===== src/rtl/fpq_pkg.sv =====
// fpq_pkg: shared types and codes for the four-level priority queue
// holds opcodes, status codes, the controller state type and the interface structs
// no dependencies

package fpq_pkg;

    // opcodes of an input beat
    localparam logic [1:0] OP_PUSH = 2'd0;
    localparam logic [1:0] OP_POP  = 2'd1;
    localparam logic [1:0] OP_PEEK = 2'd2;

    // result status codes
    localparam logic [2:0] ST_OK      = 3'd0;
    localparam logic [2:0] ST_EMPTY   = 3'd1;
    localparam logic [2:0] ST_FULL    = 3'd2;
    localparam logic [2:0] ST_BADPRIO = 3'd3;
    localparam logic [2:0] ST_NOPOS   = 3'd4;

    // highest legal priority
    localparam logic [2:0] TOP_PRIORITY = 3'd3;

    // controller states
    typedef enum logic [1:0] {
        S_IDLE = 2'b01,
        S_RESP = 2'b10
    } t_state;

    // memory strobes
    typedef struct packed {
        logic we;
        logic re;
    } t_mem_ctl;

    // result of one operation, apart from the descriptor word
    typedef struct packed {
        logic [2:0] status;
        logic       has_data;
        logic [1:0] prio;
        logic [4:0] occ;
    } t_resp;

endpackage


===== src/rtl/fpq_store.sv =====
// fpq_store: descriptor memory, one bank region per priority level
// single port, registered read data, valid in the cycle after the read strobe
// depends on fpq_pkg (t_mem_ctl)

module fpq_store #(
    parameter int ADDR_W  = 6,
    parameter int DATA_W  = 32
) (
    input  logic                   i_clk,
    input  fpq_pkg::t_mem_ctl      i_ctl,
    input  logic [ADDR_W-1:0]      i_addr,
    input  logic [DATA_W-1:0]      i_wdata,
    output logic [DATA_W-1:0]      o_rdata
);

    localparam int WORDS = 1 << ADDR_W;

    logic [DATA_W-1:0] mem [WORDS];
    logic [DATA_W-1:0] r_rdata;

    // write port
    always_ff @(posedge i_clk) begin
        if (i_ctl.we) begin
            mem[i_addr] <= i_wdata;
        end
    end

    // read port, data held until the next read
    always_ff @(posedge i_clk) begin
        if (i_ctl.re) begin
            r_rdata <= mem[i_addr];
        end
    end

    assign o_rdata = r_rdata;

endmodule


===== src/rtl/fpq_ctrl.sv =====
// fpq_ctrl: queue bookkeeping and memory sequencing
// keeps a circular buffer per priority (head and count) and decodes push, pop and peek
// depends on fpq_pkg (codes, t_state, t_mem_ctl, t_resp)

module fpq_ctrl #(
    parameter int QUEUE_DEPTH = 16,
    parameter int ENTRY_WIDTH = 32
) (
    input  logic                                  i_clk,
    input  logic                                  i_rst_n,
    input  logic                                  i_in_valid,
    output logic                                  o_in_ready,
    input  logic [1:0]                            i_op,
    input  logic [2:0]                            i_priority_req,
    input  logic [31:0]                           i_entry_value,
    input  logic [3:0]                            i_peek_index,
    output logic                                  o_resp_valid,
    input  logic                                  i_resp_take,
    output fpq_pkg::t_resp                        o_resp,
    output fpq_pkg::t_mem_ctl                     o_mem_ctl,
    output logic [$clog2(QUEUE_DEPTH)+1:0]        o_mem_addr,
    output logic [ENTRY_WIDTH-1:0]                o_mem_wdata
);

    localparam int AW = $clog2(QUEUE_DEPTH);
    localparam int CW = $clog2(QUEUE_DEPTH + 1);
    localparam int KW = (CW > 4) ? CW : 4;
    localparam logic [AW:0]   DEPTH_W = (AW + 1)'(QUEUE_DEPTH);
    localparam logic [CW-1:0] DEPTH_C = CW'(QUEUE_DEPTH);

    fpq_pkg::t_state r_state, n_state;
    logic [CW-1:0]   r_cnt  [4];
    logic [CW-1:0]   n_cnt  [4];
    logic [AW-1:0]   r_head [4];
    logic [AW-1:0]   n_head [4];
    logic [CW-1:0]   r_total, n_total;
    fpq_pkg::t_resp  r_resp, n_resp;

    logic            in_fire;
    logic [1:0]      push_p;
    logic [1:0]      pop_b;
    logic [1:0]      pk_b;
    logic [KW-1:0]   pk_off;
    logic [KW-1:0]   idx_k;
    logic [KW-1:0]   c3_k, s32_k, s321_k;

    // circular slot arithmetic, operands below the depth
    function automatic logic [AW-1:0] wrap_add(input logic [AW-1:0] a, input logic [AW-1:0] b);
        logic [AW:0] sum;
        sum = {1'b0, a} + {1'b0, b};
        if (sum >= DEPTH_W) begin
            sum = sum - DEPTH_W;
        end
        return sum[AW-1:0];
    endfunction

    assign in_fire      = i_in_valid && (r_state == fpq_pkg::S_IDLE);
    assign o_in_ready   = (r_state == fpq_pkg::S_IDLE);
    assign o_resp_valid = (r_state == fpq_pkg::S_RESP);
    assign o_resp       = r_resp;
    assign push_p       = i_priority_req[1:0];
    assign o_mem_wdata  = ENTRY_WIDTH'(i_entry_value);

    // highest non-empty level for a pop
    always_comb begin
        if (r_cnt[3] != '0) begin
            pop_b = 2'd3;
        end else if (r_cnt[2] != '0) begin
            pop_b = 2'd2;
        end else if (r_cnt[1] != '0) begin
            pop_b = 2'd1;
        end else begin
            pop_b = 2'd0;
        end
    end

    // peek position to level and offset within that level
    always_comb begin
        idx_k  = KW'(i_peek_index);
        c3_k   = KW'(r_cnt[3]);
        s32_k  = c3_k + KW'(r_cnt[2]);
        s321_k = s32_k + KW'(r_cnt[1]);
        if (idx_k < c3_k) begin
            pk_b   = 2'd3;
            pk_off = idx_k;
        end else if (idx_k < s32_k) begin
            pk_b   = 2'd2;
            pk_off = idx_k - c3_k;
        end else if (idx_k < s321_k) begin
            pk_b   = 2'd1;
            pk_off = idx_k - s32_k;
        end else begin
            pk_b   = 2'd0;
            pk_off = idx_k - s321_k;
        end
    end

    // operation decode and bookkeeping update
    always_comb begin
        n_state    = r_state;
        n_cnt      = r_cnt;
        n_head     = r_head;
        n_total    = r_total;
        n_resp     = r_resp;
        o_mem_ctl  = '0;
        o_mem_addr = '0;
        if (in_fire) begin
            n_state         = fpq_pkg::S_RESP;
            n_resp.status   = fpq_pkg::ST_OK;
            n_resp.has_data = 1'b0;
            n_resp.prio     = 2'd0;
            case (i_op)
                fpq_pkg::OP_PUSH: begin
                    if (i_priority_req > fpq_pkg::TOP_PRIORITY) begin
                        n_resp.status = fpq_pkg::ST_BADPRIO;
                    end else if (r_total == DEPTH_C) begin
                        n_resp.status = fpq_pkg::ST_FULL;
                    end else begin
                        o_mem_ctl.we   = 1'b1;
                        o_mem_addr     = {push_p,
                                          wrap_add(r_head[push_p], r_cnt[push_p][AW-1:0])};
                        n_cnt[push_p]  = r_cnt[push_p] + 1'b1;
                        n_total        = r_total + 1'b1;
                    end
                end
                fpq_pkg::OP_POP: begin
                    if (r_total == '0) begin
                        n_resp.status = fpq_pkg::ST_EMPTY;
                    end else begin
                        o_mem_ctl.re    = 1'b1;
                        o_mem_addr      = {pop_b, r_head[pop_b]};
                        n_head[pop_b]   = wrap_add(r_head[pop_b], AW'(1));
                        n_cnt[pop_b]    = r_cnt[pop_b] - 1'b1;
                        n_total         = r_total - 1'b1;
                        n_resp.has_data = 1'b1;
                        n_resp.prio     = pop_b;
                    end
                end
                fpq_pkg::OP_PEEK: begin
                    if (r_total == '0) begin
                        n_resp.status = fpq_pkg::ST_EMPTY;
                    end else if (idx_k >= KW'(r_total)) begin
                        n_resp.status = fpq_pkg::ST_NOPOS;
                    end else begin
                        o_mem_ctl.re    = 1'b1;
                        o_mem_addr      = {pk_b, wrap_add(r_head[pk_b], pk_off[AW-1:0])};
                        n_resp.has_data = 1'b1;
                        n_resp.prio     = pk_b;
                    end
                end
                default: begin
                    n_resp.status = fpq_pkg::ST_OK;
                end
            endcase
            n_resp.occ = 5'(n_total);
        end else if ((r_state == fpq_pkg::S_RESP) && i_resp_take) begin
            n_state = fpq_pkg::S_IDLE;
        end
    end

    // control registers
    always_ff @(posedge i_clk) begin
        if (!i_rst_n) begin
            r_state <= fpq_pkg::S_IDLE;
            r_total <= '0;
            for (int i = 0; i < 4; i++) begin
                r_cnt[i]  <= '0;
                r_head[i] <= '0;
            end
        end else begin
            r_state <= n_state;
            r_total <= n_total;
            r_cnt   <= n_cnt;
            r_head  <= n_head;
        end
    end

    // pending result fields
    always_ff @(posedge i_clk) begin
        r_resp <= n_resp;
    end

    // running total matches the per-level counts
    a_total_sum: assert property (@(posedge i_clk) disable iff (!i_rst_n)
        (KW + 2)'(r_total) == (KW + 2)'(r_cnt[0]) + (KW + 2)'(r_cnt[1])
                             + (KW + 2)'(r_cnt[2]) + (KW + 2)'(r_cnt[3]))
        else $error("total does not match level counts");

    // occupancy never passes the depth
    a_total_bound: assert property (@(posedge i_clk) disable iff (!i_rst_n)
        r_total <= DEPTH_C)
        else $error("queue overfilled");

    // a memory read is always followed by the result cycle that uses it
    a_read_to_resp: assert property (@(posedge i_clk) disable iff (!i_rst_n)
        o_mem_ctl.re |=> (r_state == fpq_pkg::S_RESP) && r_resp.has_data)
        else $error("read data not consumed");

    // memory stays quiet while a result is pending
    a_quiet_resp: assert property (@(posedge i_clk) disable iff (!i_rst_n)
        (r_state == fpq_pkg::S_RESP) |-> !o_mem_ctl.we && !o_mem_ctl.re)
        else $error("memory access during result cycle");

endmodule


===== src/rtl/four_level_priority_queue_unit.sv =====
// four_level_priority_queue_unit: top level of the four-level priority queue
// instantiates fpq_ctrl and fpq_store and holds the result output register
// depends on fpq_pkg, fpq_ctrl and fpq_store
//
//   channel   direction  handshake                  payload
//   input     in         i_in_valid / o_in_ready    i_op, i_priority_req, i_entry_value,
//                                                   i_peek_index
//   output    out        o_out_valid / i_out_ready  o_status, o_out_value, o_out_priority,
//                                                   o_occupancy
//
// each operation passes through S_IDLE, for the memory access of the level it touches,
// and S_RESP, for the registered read data to reach the output register
// a further beat is taken only once the previous result has moved into the output register
// the output register holds a finished result while the next beat is already accepted
// reset clears the state, total, level counts and heads and the output valid; the memory is never cleared

module four_level_priority_queue_unit #(
    parameter int QUEUE_DEPTH = 16,
    parameter int ENTRY_WIDTH = 32
) (
    input  logic        i_clk,
    input  logic        i_rst_n,
    input  logic        i_in_valid,
    output logic        o_in_ready,
    input  logic [1:0]  i_op,
    input  logic [2:0]  i_priority_req,
    input  logic [31:0] i_entry_value,
    input  logic [3:0]  i_peek_index,
    output logic        o_out_valid,
    input  logic        i_out_ready,
    output logic [2:0]  o_status,
    output logic [31:0] o_out_value,
    output logic [1:0]  o_out_priority,
    output logic [4:0]  o_occupancy
);

    localparam int MAW = $clog2(QUEUE_DEPTH) + 2;

    fpq_pkg::t_resp     resp;
    fpq_pkg::t_mem_ctl  mem_ctl;
    logic [MAW-1:0]     mem_addr;
    logic [ENTRY_WIDTH-1:0] mem_wdata;
    logic [ENTRY_WIDTH-1:0] mem_rdata;
    logic               resp_valid;
    logic               resp_take;

    logic               r_out_valid;
    logic [2:0]         r_status;
    logic [31:0]        r_value;
    logic [1:0]         r_prio;
    logic [4:0]         r_occ;

    fpq_ctrl #(
        .QUEUE_DEPTH (QUEUE_DEPTH),
        .ENTRY_WIDTH (ENTRY_WIDTH)
    ) u_ctrl (
        .i_clk          (i_clk),
        .i_rst_n        (i_rst_n),
        .i_in_valid     (i_in_valid),
        .o_in_ready     (o_in_ready),
        .i_op           (i_op),
        .i_priority_req (i_priority_req),
        .i_entry_value  (i_entry_value),
        .i_peek_index   (i_peek_index),
        .o_resp_valid   (resp_valid),
        .i_resp_take    (resp_take),
        .o_resp         (resp),
        .o_mem_ctl      (mem_ctl),
        .o_mem_addr     (mem_addr),
        .o_mem_wdata    (mem_wdata)
    );

    fpq_store #(
        .ADDR_W (MAW),
        .DATA_W (ENTRY_WIDTH)
    ) u_store (
        .i_clk   (i_clk),
        .i_ctl   (mem_ctl),
        .i_addr  (mem_addr),
        .i_wdata (mem_wdata),
        .o_rdata (mem_rdata)
    );

    // result moves in when the output register is empty or draining
    assign resp_take = resp_valid && (!r_out_valid || i_out_ready);

    // output valid
    always_ff @(posedge i_clk) begin
        if (!i_rst_n) begin
            r_out_valid <= 1'b0;
        end else if (resp_take) begin
            r_out_valid <= 1'b1;
        end else if (i_out_ready) begin
            r_out_valid <= 1'b0;
        end
    end

    // output payload
    always_ff @(posedge i_clk) begin
        if (resp_take) begin
            r_status <= resp.status;
            r_value  <= resp.has_data ? 32'(mem_rdata) : 32'd0;
            r_prio   <= resp.prio;
            r_occ    <= resp.occ;
        end
    end

    assign o_out_valid    = r_out_valid;
    assign o_status       = r_status;
    assign o_out_value    = r_value;
    assign o_out_priority = r_prio;
    assign o_occupancy    = r_occ;

endmodule


===== config.mk =====
export PLATFORM = sky130hd
export DESIGN_NAME = four_level_priority_queue_unit
export DESIGN_NICKNAME = d
export VERILOG_FILES = /design/src/rtl/fpq_pkg.sv /design/src/rtl/fpq_store.sv /design/src/rtl/fpq_ctrl.sv /design/src/rtl/four_level_priority_queue_unit.sv
export SDC_FILE = /design/constraint.sdc
export NUM_CORES = 2
export LEC_CHECK = 0
export CELL_PAD_IN_SITES_DETAIL_PLACEMENT = 0
export CELL_PAD_IN_SITES_GLOBAL_PLACEMENT = 2
export CORE_ASPECT_RATIO = 1.4
export CORE_MARGIN = 2
export CORE_UTILIZATION = 25
export CTS_BUF_LIST = sky130_fd_sc_hd__clkbuf_8
export DETAILED_ROUTE_END_ITERATION = 8
export DONT_BUFFER_PORTS = 1
export PLACE_DENSITY = 0.45
export SETUP_SLACK_MARGIN = 0.05
export SYNTH_ARGS = -nofsm -noshare
export SYNTH_HDL_FRONTEND = slang
export SYNTH_SLANG_ARGS = --single-unit

===== constraint.sdc =====
create_clock -name i_clk -period 13.1 [get_ports i_clk]
set_clock_uncertainty 0.15 [all_clocks]
set_input_delay 2.62 -clock i_clk [delete_from_list [all_inputs] [get_ports i_clk]]
set_output_delay 2.62 -clock i_clk [all_outputs]
set_load 0.1 [all_outputs]

==> metrics.json <==
{
  "yosys": {
    "yosysTopAreaCellShare": 0.7626,
    "synth-async-reset-ratio": 0,
    "yosysMostFrequentCell": "edfxtp_1",
    "synth.yosys.warnings": 0,
    "synth.cell_area_um2": 83990,
    "synth.yosys.seq_area_share": 0.7731,
    "ys_seq_elements": 2177,
    "netlist.top_cell.by_area": "edfxtp_1",
    "dominantRegCellSynth": "edfxtp_1",
    "syn_inst": 5212,
    "number_of_enable_flip_flop_cells_after_synthesis": 2133,
    "yosys-top-cells-count": "2133 x edfxtp_1, 489 x nand2_1, 329 x a21oi_1",
    "yosysUniqueCellTypes": 93,
    "mappedNetlistNets": 5301,
    "ys_top_cells_by_area": "edfxtp_1 76%, nand2_1 2.2%, a21oi_1 2.0%, a222oi_1 1.9%, a22oi_1 1.9%",
    "postSynthAreaPerCell_um2": 16.11
  },
  "worst_setup_path": {
    "required_time_worst_endpoint_ns": 13.87,
    "critical_path.startpoint": "u_ctrl.c3_k[0]",
    "data_arrival_time_of_the_critical_path_ns": 11.28,
    "crit_path_end_kind": "flop",
    "regToRegStartpoint": "u_ctrl.c3_k[0]",
    "critPathLaunchType": "flop",
    "crit_fanout": 21,
    "worstSetupPathType": "reg -> reg"
  },
  "detailed_routing": {
    "drc": 0,
    "detail-route-antenna-nets": 0,
    "detail_route.wl_per_cell_um": 39.59,
    "route.detailed.vias_per_inst": 5.225,
    "via_count": 53790,
    "final_wirelength_um": 407600,
    "drt_iter0_markers": 6782,
    "firstDrtPassIters": 8
  },
  "placement": {
    "placed_cell_area_um2": 91430,
    "gp_routability_congestion": 0.8405,
    "place.detailed.hpwl_um": 254600,
    "port_bufs": 0
  },
  "clock_network": {
    "clock_root_cell": "clkbuf_8",
    "cts-buffers-inserted": 375,
    "clockBufferDepth": 4,
    "cts.hold.buffers_added": 0,
    "clock_tree.htree_level_count": 5,
    "cts.reportedPaths.clkPinSlew_ns": 0.06,
    "post_cts.repair.setup_buffers": 0,
    "clock-sinks": 2177,
    "cts_repair_resize_count": 0,
    "clk_latency_ns": 1.10,
    "tritoncts": "yes"
  },
  "timing": {
    "tightestPinTransition_ns": 1.406,
    "finalWorstPathRequiredPeriod_ns": 10.51,
    "achievable-frequency_mhz": 95.11,
    "slew_viol_final": 0,
    "unrepaired_setup_endpoints_after_global_routing": "false",
    "hold_viol_final": 0,
    "max-slew-margin-rel": 0.06057,
    "final_min_period_over_clock_period": 0.8026,
    "finalSetupViolations": 0,
    "timing.setup.tns_ns": 0
  },
  "global_routing": {
    "first_global_vias": 53250,
    "grt_max_degree": 65,
    "grt_first_pass_wirelength_um": 531200,
    "global_route.usage.total": 0.2332,
    "antenna_found_initial": 42,
    "overflow": 0
  },
  "floorplanning": {
    "core_area_um2": 334200,
    "rows": 251,
    "start_util": 0.2513,
    "dieHeight_um": 689.8,
    "boundaryPins": 89,
    "die_area_um2": 340700,
    "dieWidth_um": 493.9
  },
  "final_layout": {
    "num-nets-final": 5615,
    "fillers": 33510,
    "areaGrowthSynthToFinish_pct": 17.10,
    "multi_input_area_um2": 18500,
    "drive_gt1_frac": 0.1579,
    "ff_latch_area_um2": 64930,
    "final_non_filler_cell_area_um2": 98350
  },
  "run_status": {
    "run_status": "finished, final reports clean"
  },
  "power_and_ir_drop": {
    "pwr_density_cell_nw_per_um2": 143.9,
    "seq_power_share": 0.545,
    "p_int_mw": 10.72,
    "p_leak_nw": 30.75,
    "power_frac_clock": 0.417,
    "combPwrFrac": 0.038,
    "netSwitchingFraction": 0.2428,
    "ir_drop_mv": 0.08841,
    "design_power_total_mw": 14.15,
    "netSwitchingPower_mw": 3.437
  },
  "min_path": {
    "min_path_type": "reg -> reg",
    "hold_path_startpoint": "u_ctrl.o_resp[1]"
  },
  "run": {
    "max_cap_violations": 0
  }
}
[path summary, 6_finish.rpt]
check                                           to  slack [ns]  cells after the start
worst max-delay path            u_store.o_rdata[7]        2.59                     27
worst min-delay path                o_occupancy[1]        0.28                      0
worst max register to register  u_store.o_rdata[7]        2.59                     27
worst min register to register      o_occupancy[1]        0.28                      0
[area by class of cell]
class / instances / share of cell area
multi-input cells: 2682 / 0.1881
diodes: 69 / 0.001756
repair buffers: 260 / 0.02416
flip-flops and latches: 2177 / 0.6602
clock buffers: 378 / 0.05290
clock inverters: 273 / 0.01541
inverters: 30 / 0.001145
well taps: 4427 / 0.05632
[power groups by stage]
stage | registers (mW) | clock network (mW) | logic [mW]
CTS | 7.71 | 6.05 | 0.538
global placement | 7.86 | 0 | 0.538
detailed placement | 7.86 | 0 | 0.536
finish | 7.71 | 5.91 | 0.535
floorplan | 7.84 | 0 | 0.248
global route | 7.71 | 6.31 | 0.551
[cell families (layout without fill, tap and decap cells)]
logic type / after synthesis / after routing / share of synthesized area
buffers and inverters: 353 / 941 / 0.01795
and+or+nand+nor: 1027 / 1027 / 0.05557
muxes: 183 / 183 / 0.02358
xor gates and xnor gates: 21 / 21 / 0.002354
adders and majority gates: 44 / 44 / 0.007002
AOI/OAI and AO/OA: 1407 / 1407 / 0.1204
other: 0 / 69 / 0
DFF: 2177 / 2177 / 0.7731
[layout by cell type (no fill, tap or decap), types with 77 or more instances in the layout]
cell type / netlist / layout
edfxtp_1: 2133 / 2133
a31oi_1: 99 / 98
nand3_1: 176 / 174
nand2_1: 489 / 477
a222oi_1: 160 / 160
a22oi_1: 213 / 212
inv_1: 29 / 154
o21ai_0: 116 / 113
clkbuf_8: 0 / 378
mux2i_1: 145 / 145
a221oi_1: 94 / 92
buf_4: 5 / 226
clkinv_1: 1 / 77
nor2_4: 0 / 77
a21oi_1: 329 / 327
[flip-flops by register name, indices dropped and copies added, names as in the netlist]
register         count
o_occupancy          5
o_status             3
o_out_priority       2
u_ctrl.r_head       16
u_ctrl.r_cnt        15
u_ctrl.r_total       5
o_out_value         32
u_store.mem       2048
u_ctrl.o_resp       11
u_ctrl.c3_k          5
u_store.o_rdata     32
o_out_valid          1
u_ctrl.r_state       2
[per-stage QoR]
| step | hold WS, ns | std cells | worst slack, ns | utilization |
|---|---|---|---|---|
| 6_report | 0.2799 | 10300 | 2.586 | 0.2943 |
| 3_3_place_gp | 0.2692 | 9570 | 1.511 | 0.2734 |
| 3_5_place_dp | 0.2714 | 9575 | 2.253 | 0.2736 |
| 2_1_floorplan | 0.2503 | 5212 | 3.549 | - |
| 4_1_cts | 0.2902 | 10230 | 2.529 | 0.2937 |
| 5_1_grt | 0.2968 | 10280 | 2.012 | 0.2942 |
[worst max-delay path, stage by stage, from the launching register on]
cell      delay [ns]
dfxtp_1         0.52
ha_1            0.25
fa_1            0.52
ha_1            0.32
a21o_1          0.18
a21oi_1         0.17
xor2_1          0.29
ha_1            0.31
a21oi_1         0.20
o21ai_0         0.16
o21ai_1         0.52
mux2i_1         0.28
o21ai_0         0.12
ha_1            0.25
fa_1            0.52
o21ai_0         0.19
fa_1            0.46
xor2_1          0.23
a21boi_1        1.00
nor2_4          0.24
nor2_4          0.66
buf_4           0.54
buf_4           0.46
a222oi_1        0.21
a21oi_1         0.82
mux2i_1         0.15
o21ai_0         0.31
a211o_1         0.23
[layer usage]
layer	wire length, um	track usage
met5	27	0
met4	19550	0.1021
met3	22420	0.03417
met2	205200	0.4079
met1	160500	0.2841
No activity file was read; power rests on OpenSTA's default activity.
